$ cat src/rtl/pcfr_pkg.sv
// ----------------------------------------------------------------------------
// Parity-checked frame receiver package
// Widths, bit patterns, status codes and the parity check shared by the block.
// ----------------------------------------------------------------------------
package pcfr_pkg;

	localparam int unsigned COUNT_W   = 32;
	localparam int unsigned WINDOW_W  = 4;
	localparam int unsigned FRAME_BITS = 11;
	localparam int unsigned TAKEN_W   = 4;
	localparam int unsigned DATA_W    = 8;
	localparam int unsigned STATUS_W  = 2;

	localparam logic [WINDOW_W-1:0] END_PATTERN   = 4'b1011;
	localparam logic [WINDOW_W-1:0] START_PATTERN = 4'b1101;

	typedef enum logic [STATUS_W-1:0] {
		STATUS_END    = 2'd0,
		STATUS_OK     = 2'd1,
		STATUS_PARITY = 2'd2
	} status_t;

	typedef logic [FRAME_BITS-1:0] payload_t;

	// Data bits 0..7, parity bits 8..10 over {0,3,6}, {1,4,7}, {2,5}.
	function automatic logic parity_ok(input payload_t p);
		logic p0;
		logic p1;
		logic p2;
		p0 = p[0] ^ p[3] ^ p[6];
		p1 = p[1] ^ p[4] ^ p[7];
		p2 = p[2] ^ p[5];
		return (p0 == p[8]) && (p1 == p[9]) && (p2 == p[10]);
	endfunction

endpackage

$ cat src/rtl/pcfr_if.sv
// ----------------------------------------------------------------------------
// Parity-checked frame receiver channels
// Valid/ready channels for samples, results and the threshold register.
// ----------------------------------------------------------------------------
interface pcfr_sample_if;
	logic                           valid;
	logic                           ready;
	logic [pcfr_pkg::COUNT_W-1:0]   sample_count;

	modport source (output valid, output sample_count, input ready);
	modport sink   (input valid, input sample_count, output ready);
endinterface

interface pcfr_result_if;
	logic                           valid;
	logic                           ready;
	logic [pcfr_pkg::STATUS_W-1:0]  status;
	logic [pcfr_pkg::DATA_W-1:0]    data_byte;

	modport source (output valid, output status, output data_byte, input ready);
	modport sink   (input valid, input status, input data_byte, output ready);
endinterface

interface pcfr_cfg_if;
	logic                           valid;
	logic                           ready;
	logic [pcfr_pkg::COUNT_W-1:0]   bit_threshold;

	modport source (output valid, output bit_threshold, input ready);
	modport sink   (input valid, input bit_threshold, output ready);
endinterface

$ cat src/rtl/parity_checked_frame_receiver_unit.sv
// ----------------------------------------------------------------------------
// Parity-checked frame receiver
// Slices activity counts into bits, hunts for start/end patterns and checks
// the parity of each 11-bit frame.
// ----------------------------------------------------------------------------
//
//  channel  | modport | payload                 | transaction
//  ---------+---------+-------------------------+--------------------------
//  sample   | sink    | sample_count[31:0]      | one sampling period
//  result   | source  | status[1:0], data_byte  | end sequence / frame / error
//  cfg      | sink    | bit_threshold[31:0]     | threshold write
//
//  One sample per cycle sustained unless a result is held back. A sample enters
//  the input register, is decoded and applied to the receiver state as it leaves,
//  and its result (if any) is loaded into the output register at the same time.
//  The threshold compare plus the window/frame update is the only logic
//  between the two registers. sample.ready drops only while the input register
//  is full and a result is held back by result.ready. cfg.ready is always
//  high. Reset clears the threshold, all receiver state and both valid flags.
//
module parity_checked_frame_receiver_unit (
	input  logic                clk,
	input  logic                arst_n,
	pcfr_sample_if.sink         sample,
	pcfr_result_if.source       result,
	pcfr_cfg_if.sink            cfg
);

	// Threshold register
	logic [pcfr_pkg::COUNT_W-1:0]  threshold_q;

	// Input register
	logic                          valid_s1;
	logic [pcfr_pkg::COUNT_W-1:0]  count_s1;

	// Receiver state
	logic [pcfr_pkg::WINDOW_W-1:0] window_q;
	logic                          in_frame_q;
	logic [pcfr_pkg::TAKEN_W-1:0]  taken_q;
	pcfr_pkg::payload_t            payload_q;

	// Output register
	logic                          out_valid_q;
	pcfr_pkg::status_t             out_status_q;
	logic [pcfr_pkg::DATA_W-1:0]   out_data_q;

	// Next-state and result logic
	logic                          rx_bit;
	logic                          out_free;
	logic                          advance;
	logic [pcfr_pkg::WINDOW_W-1:0] window_shift;
	pcfr_pkg::payload_t            payload_ins;
	logic                          frame_done;
	logic [pcfr_pkg::WINDOW_W-1:0] window_d;
	logic                          in_frame_d;
	logic [pcfr_pkg::TAKEN_W-1:0]  taken_d;
	pcfr_pkg::payload_t            payload_d;
	logic                          emit;
	pcfr_pkg::status_t             status_d;
	logic [pcfr_pkg::DATA_W-1:0]   data_d;

	// Output register frees up when empty or being drained this cycle.
	assign out_free  = !out_valid_q || result.ready;
	// Input register moves on whenever the output side can take its result.
	assign advance   = valid_s1 && out_free;
	assign sample.ready = !valid_s1 || out_free;
	assign cfg.ready = 1'b1;

	assign result.valid     = out_valid_q;
	assign result.status    = out_status_q;
	assign result.data_byte = out_data_q;

	// Counts strictly below the threshold decode as one.
	assign rx_bit       = count_s1 < threshold_q;
	assign window_shift = {window_q[pcfr_pkg::WINDOW_W-2:0], rx_bit};
	assign payload_ins  = payload_q | (pcfr_pkg::payload_t'(rx_bit) << taken_q);
	assign frame_done   = taken_q == pcfr_pkg::TAKEN_W'(pcfr_pkg::FRAME_BITS - 1);

	always_comb begin
		window_d   = window_q;
		in_frame_d = in_frame_q;
		taken_d    = taken_q;
		payload_d  = payload_q;
		emit       = 1'b0;
		status_d   = pcfr_pkg::STATUS_END;
		data_d     = '0;
		if (!in_frame_q) begin
			// Hunting: shift the bit in and look for either pattern.
			priority if (window_shift == pcfr_pkg::END_PATTERN) begin
				window_d = '0;
				emit     = 1'b1;
			end else if (window_shift == pcfr_pkg::START_PATTERN) begin
				// Window freezes for the length of the frame.
				window_d   = window_shift;
				in_frame_d = 1'b1;
				taken_d    = '0;
				payload_d  = '0;
			end else begin
				window_d = window_shift;
			end
		end else if (frame_done) begin
			// Last frame bit: report, then drop all state and hunt again.
			emit       = 1'b1;
			window_d   = '0;
			in_frame_d = 1'b0;
			taken_d    = '0;
			payload_d  = '0;
			if (pcfr_pkg::parity_ok(payload_ins)) begin
				status_d = pcfr_pkg::STATUS_OK;
				data_d   = payload_ins[pcfr_pkg::DATA_W-1:0];
			end else begin
				status_d = pcfr_pkg::STATUS_PARITY;
			end
		end else begin
			// Collect the bit, LSB first.
			payload_d = payload_ins;
			taken_d   = taken_q + 1'b1;
		end
	end

	// Threshold register
	always_ff @(posedge clk or negedge arst_n) begin
		if (!arst_n) begin
			threshold_q <= '0;
		end else if (cfg.valid) begin
			threshold_q <= cfg.bit_threshold;
		end
	end

	// Input register: load on every accepted sample, hold while stalled.
	always_ff @(posedge clk or negedge arst_n) begin
		if (!arst_n) begin
			valid_s1 <= 1'b0;
		end else if (sample.ready) begin
			valid_s1 <= sample.valid;
		end
	end

	always_ff @(posedge clk) begin
		if (sample.valid && sample.ready) begin
			count_s1 <= sample.sample_count;
		end
	end

	// Receiver state advances once per sample that leaves the input register.
	always_ff @(posedge clk or negedge arst_n) begin
		if (!arst_n) begin
			window_q   <= '0;
			in_frame_q <= 1'b0;
			taken_q    <= '0;
			payload_q  <= '0;
		end else if (advance) begin
			window_q   <= window_d;
			in_frame_q <= in_frame_d;
			taken_q    <= taken_d;
			payload_q  <= payload_d;
		end
	end

	// Output register
	always_ff @(posedge clk or negedge arst_n) begin
		if (!arst_n) begin
			out_valid_q <= 1'b0;
		end else if (out_free) begin
			out_valid_q <= advance && emit;
		end
	end

	always_ff @(posedge clk) begin
		if (advance && emit) begin
			out_status_q <= status_d;
			out_data_q   <= data_d;
		end
	end

endmodule

$ cat src/flat_wrapper.sv
// flat-port wrapper written by rule: the top's interface ports become plain ports
module parity_checked_frame_receiver_unit_flat 
  (clk, arst_n, sample_valid, sample_sample_count, sample_ready, result_valid, result_status, result_data_byte, result_ready, cfg_valid, cfg_bit_threshold, cfg_ready);
  pcfr_sample_if sample_i ();
  pcfr_result_if result_i ();
  pcfr_cfg_if cfg_i ();
  input  logic clk;
  input  logic arst_n;
  input wire logic [$bits(sample_i.valid)-1:0] sample_valid;
  input wire logic [$bits(sample_i.sample_count)-1:0] sample_sample_count;
  output wire logic [$bits(sample_i.ready)-1:0] sample_ready;
  output wire logic [$bits(result_i.valid)-1:0] result_valid;
  output wire logic [$bits(result_i.status)-1:0] result_status;
  output wire logic [$bits(result_i.data_byte)-1:0] result_data_byte;
  input wire logic [$bits(result_i.ready)-1:0] result_ready;
  input wire logic [$bits(cfg_i.valid)-1:0] cfg_valid;
  input wire logic [$bits(cfg_i.bit_threshold)-1:0] cfg_bit_threshold;
  output wire logic [$bits(cfg_i.ready)-1:0] cfg_ready;
  assign sample_i.valid = sample_valid;
  assign sample_i.sample_count = sample_sample_count;
  assign sample_ready = sample_i.ready;
  assign result_valid = result_i.valid;
  assign result_status = result_i.status;
  assign result_data_byte = result_i.data_byte;
  assign result_i.ready = result_ready;
  assign cfg_i.valid = cfg_valid;
  assign cfg_i.bit_threshold = cfg_bit_threshold;
  assign cfg_ready = cfg_i.ready;
  parity_checked_frame_receiver_unit u_core (.clk(clk), .arst_n(arst_n), .sample(sample_i), .result(result_i), .cfg(cfg_i));
endmodule
$ cat config.mk
export PLATFORM = sky130hd
export DESIGN_NAME = parity_checked_frame_receiver_unit_flat
export DESIGN_NICKNAME = d
export VERILOG_FILES = /design/src/rtl/pcfr_pkg.sv /design/src/rtl/pcfr_if.sv /design/src/rtl/parity_checked_frame_receiver_unit.sv /design/src/flat_wrapper.sv
export SDC_FILE = /design/constraint.sdc
export NUM_CORES = 1
export LEC_CHECK = 0
export ABC_AREA = 1
export BUFFER_PORTS_ARGS = -buffer_cell sky130_fd_sc_hd__buf_2
export CORE_AREA = 2 2 117 73
export CTS_CLUSTER_DIAMETER = 50
export CTS_CLUSTER_SIZE = 30
export DETAILED_ROUTE_END_ITERATION = 8
export DIE_AREA = 0 0 119 75
export HOLD_SLACK_MARGIN = 0.15
export MAX_ROUTING_LAYER = met4
export PLACE_DENSITY = 0.95
export REMOVE_ABC_BUFFERS = 1
export SYNTH_ARGS = -nofsm -noshare
export SYNTH_HDL_FRONTEND = slang
export SYNTH_SLANG_ARGS = --single-unit
$ cat constraint.sdc
create_clock -name clk -period 3.9 [get_ports clk]
set_input_delay 0.585 -clock clk [delete_from_list [all_inputs] [get_ports clk]]
set_output_delay 0.585 -clock clk [all_outputs]
set_load 0.005 [all_outputs]
==> flow_summary.ini <==
[status]
outcome = completed

[logic_synthesis]
synthArstFlopShare = 0.5579
yosys_warnings = 0
yosysSeqAreaShare = 0.5600
synth-main-ff-cell = dfrtp_1
syn_area_per_cell_um2 = 9.810
synthCells = 471
synth.cell_area_um2 = 4621
ys_types = 33
synth_edf_count = 42
synth_seq_cells = 95

[detailed_routing]
drt-total-wl_mm = 9.729
drc = 0
via_per_inst = 5.116
dr.first_iter.drc_count = 405
dr.pass1.iters = 5
wl_per_cell_um = 14.61
vias = 3407
ant_nets = 0

[worst_setup_path]
crit_type = register to register
path_buf_inv = 2
critPathLaunchType = register
cp.depth = 11
cpMaxStageDelayCell = nor2_1
rrSetupSlack_ns = 0.98
critPathMaxFanout = 11
worstPathRequired_ns = 4.15
regToRegEndpoint = u_core.payload_q[10]$_DFFE_PN0P_
critPathMaxStageDelay_ns = 0.60
end_kind = register
reg2reg_depth = 11
cp_top_family = compound AO/OA/AOI/OAI gates
cp.arrival_ns = 3.17
crit_chain = ha_1 > a21oi_1 > o21a_1 > nand2_2 > a21oi_4 > nand2_4 > o21ai_0 > inv_1 > nor2_1 > inv_1 > a211oi_1
r2r-start = u_core.count_s1[21]$_DFFE_PP_
path_common_cell = inv_1

[global_routing]
antenna_found_initial = 0
grt_max_degree = 64
grt-ovfl-total = 0
grt_usage = 0.2527
grt_pass1_vias = 3569
grt_first_pass_wirelength_mm = 16.68

[timing]
finalHoldViolCount = 0
worst_pin_slew_ns = 0.9494
fin_crit_sh = 0.7492
final-setup-viol-count = 0
tns_ns = 0
slew_violations = 0
fin_worst_skew_ns = 0.009261
max_freq_mhz = 342.3
relSlewSlack = 0.3671
finalCriticalPeriod_ns = 2.922
rsz0062_at_grt = false

[die]
core_um2 = 7789
start_util = 0.5933
die_w_um = 119
fp.dieH_um = 75
dieArea_um2 = 8925
rows = 25
io_pins = 82

[final_layout]
regArea_um2 = 2587
n_fill_cell = 562
fin_cells = 666
layout-drive-gt1-share = 0.2276
post-route-util = 0.6924
diodes = 0
area_growth_syn_to_layout_pct = 16.71
fin_nets = 655
multiInputGateArea_um2 = 1677

[clock_network]
cts_hold_buf = 0
clk_path_buf_depth = 2
path_clk_slew_ns = 0.07
cts_inserted_buffers = 9
htree_levels = 3
cts-resized-gates = 0
cts_tree = done
clock_latency_ns = 0.34
cts.sinks = 95
cts_root_buffer = clkbuf_16
cts_setup_buffers = 0

[pwr]
p_leak_uw = 0.002612
power.density_nw_per_um2 = 531.6
vdd_ir_drop_max_mv = 0.2786

[job]
cap_violations = 0

[place]
port_buffers = 80
dp_cells = 650
place_hpwl_mm = 7.055
gp_congestion = 0.9085

[worst_hold_path]
hold_path_class = input pin to asynchronous set/reset pin
[metrics by stage]
stage	power, uW	setup slack [ns]	hold WS (ns)	area, um^2
5_1_grt	3036	0.7535	0.3100	5393
3_3_place_gp	2004	1.256	0.4910	5115
4_1_cts	2871	1.052	0.2806	5393
3_5_place_dp	2051	1.081	0.4977	5115
2_1_floorplan	1807	1.622	0.2894	4564
6_report	2867	0.9783	0.2702	5393
[layout by cell type (no fill, tap or decap)]
master / instances
nor2_4: 1
nor2_1: 17
a21oi_4: 1
nand4_4: 1
nand3_2: 2
edfxtp_1: 42
clkinv_1: 1
nand3_1: 14
nand2_4: 2
ha_1: 33
clkbuf_8: 2
o21ai_0: 41
nand4_1: 5
o21a_1: 2
nor3_2: 2
o32ai_1: 1
nand2_2: 9
a21oi_2: 3
clkinv_4: 1
clkbuf_16: 9
nor2_2: 9
nor3_1: 1
o22ai_1: 8
buf_4: 2
buf_2: 80
a21oi_1: 20
dfrtp_1: 53
a31oi_1: 2
xor2_1: 1
conb_1: 1
nor3_4: 1
o21ai_1: 2
clkinv_2: 1
inv_1: 80
mux2_2: 1
clkbuf_1: 2
nand2_1: 103
a211oi_1: 2
[cell type report]
| cell class | instances | area share |
|---|---|---|
| sequential | 95 | 0.4798 |
| multi-input combinational | 285 | 0.3109 |
| timing repair buffer | 82 | 0.07703 |
| inverter | 80 | 0.05568 |
| clock buffer | 13 | 0.04826 |
| tap | 108 | 0.02506 |
| clock inverter | 3 | 0.003248 |
[cells in the mapped netlist (2+ instances only)]
master / number / area share
o21ai_1: 2 / 0.0022
dfrtp_1: 53 / 0.29
nand2_2: 9 / 0.012
nor2_2: 9 / 0.012
o21ai_0: 41 / 0.044
ha_1: 33 / 0.089
o22ai_1: 8 / 0.011
clkbuf_1: 8 / 0.0065
buf_4: 2 / 0.0032
nand2_4: 2 / 0.0049
a21oi_2: 3 / 0.0057
nand3_2: 2 / 0.0043
nand4_1: 5 / 0.0068
a21oi_1: 20 / 0.022
nor3_2: 2 / 0.0043
nor2_1: 17 / 0.014
nand3_1: 14 / 0.015
a31oi_1: 2 / 0.0027
nand2_1: 103 / 0.084
edfxtp_1: 42 / 0.27
o21a_1: 2 / 0.0032
a211oi_1: 2 / 0.0032
inv_1: 80 / 0.065
[metal layers]
layer	wire length, um	global-route usage	share of wire
met1	4451	0.3181	0.46
met3	631	0.05758	0.065
met2	4474	0.4119	0.46
met4	171	0.09127	0.018
met5	0	-	0
[where the power goes]
part           internal [uW]  total, uW  switching (uW)
Clock                    465        815             350
Sequential              1200       1280            86.2
Combinational            250        769             519
[kinds of logic after synthesis]
logic type | share of synthesized area
fa+ha+maj | 0.08936
mux | 0.002437
simple gates | 0.1690
compound gates | 0.09938
xor+xnor | 0.001896
other cells | 0.0008116
buf+inv | 0.07717
flops | 0.5600
[sequential cells by signal, indices dropped and copies added (netlist names), 2 cells and up]
name / cells
u_core.result.data_byte: 8
u_core.result.status: 2
u_core.count_s1: 32
u_core.taken_q: 4
u_core.threshold_q: 32
u_core.window_q: 3
u_core.payload_q: 11
[worst max path at each step]
| stage | start | to | slack (ns) |
|---|---|---|---|
| after CTS | u_core.count_s1[9]$_DFFE_PP_ | u_core.result.data_byte[1]$_SDFFCE_PN0P_ | 1.05 |
| after global routing | u_core.count_s1[9]$_DFFE_PP_ | u_core.payload_q[0]$_DFFE_PN0P_ | 0.75 |
| final | u_core.count_s1[21]$_DFFE_PP_ | u_core.payload_q[10]$_DFFE_PN0P_ | 0.98 |
| after floorplan | u_core.count_s1[31]$_DFFE_PP_ | u_core.payload_q[10]$_DFFE_PN0P_ | 1.62 |
| after detailed placement | u_core.count_s1[17]$_DFFE_PP_ | u_core.result.data_byte[1]$_SDFFCE_PN0P_ | 1.08 |
| after global placement | u_core.count_s1[17]$_DFFE_PP_ | u_core.result.data_byte[1]$_SDFFCE_PN0P_ | 1.26 |
No activity file was read; power rests on OpenSTA's default activity.
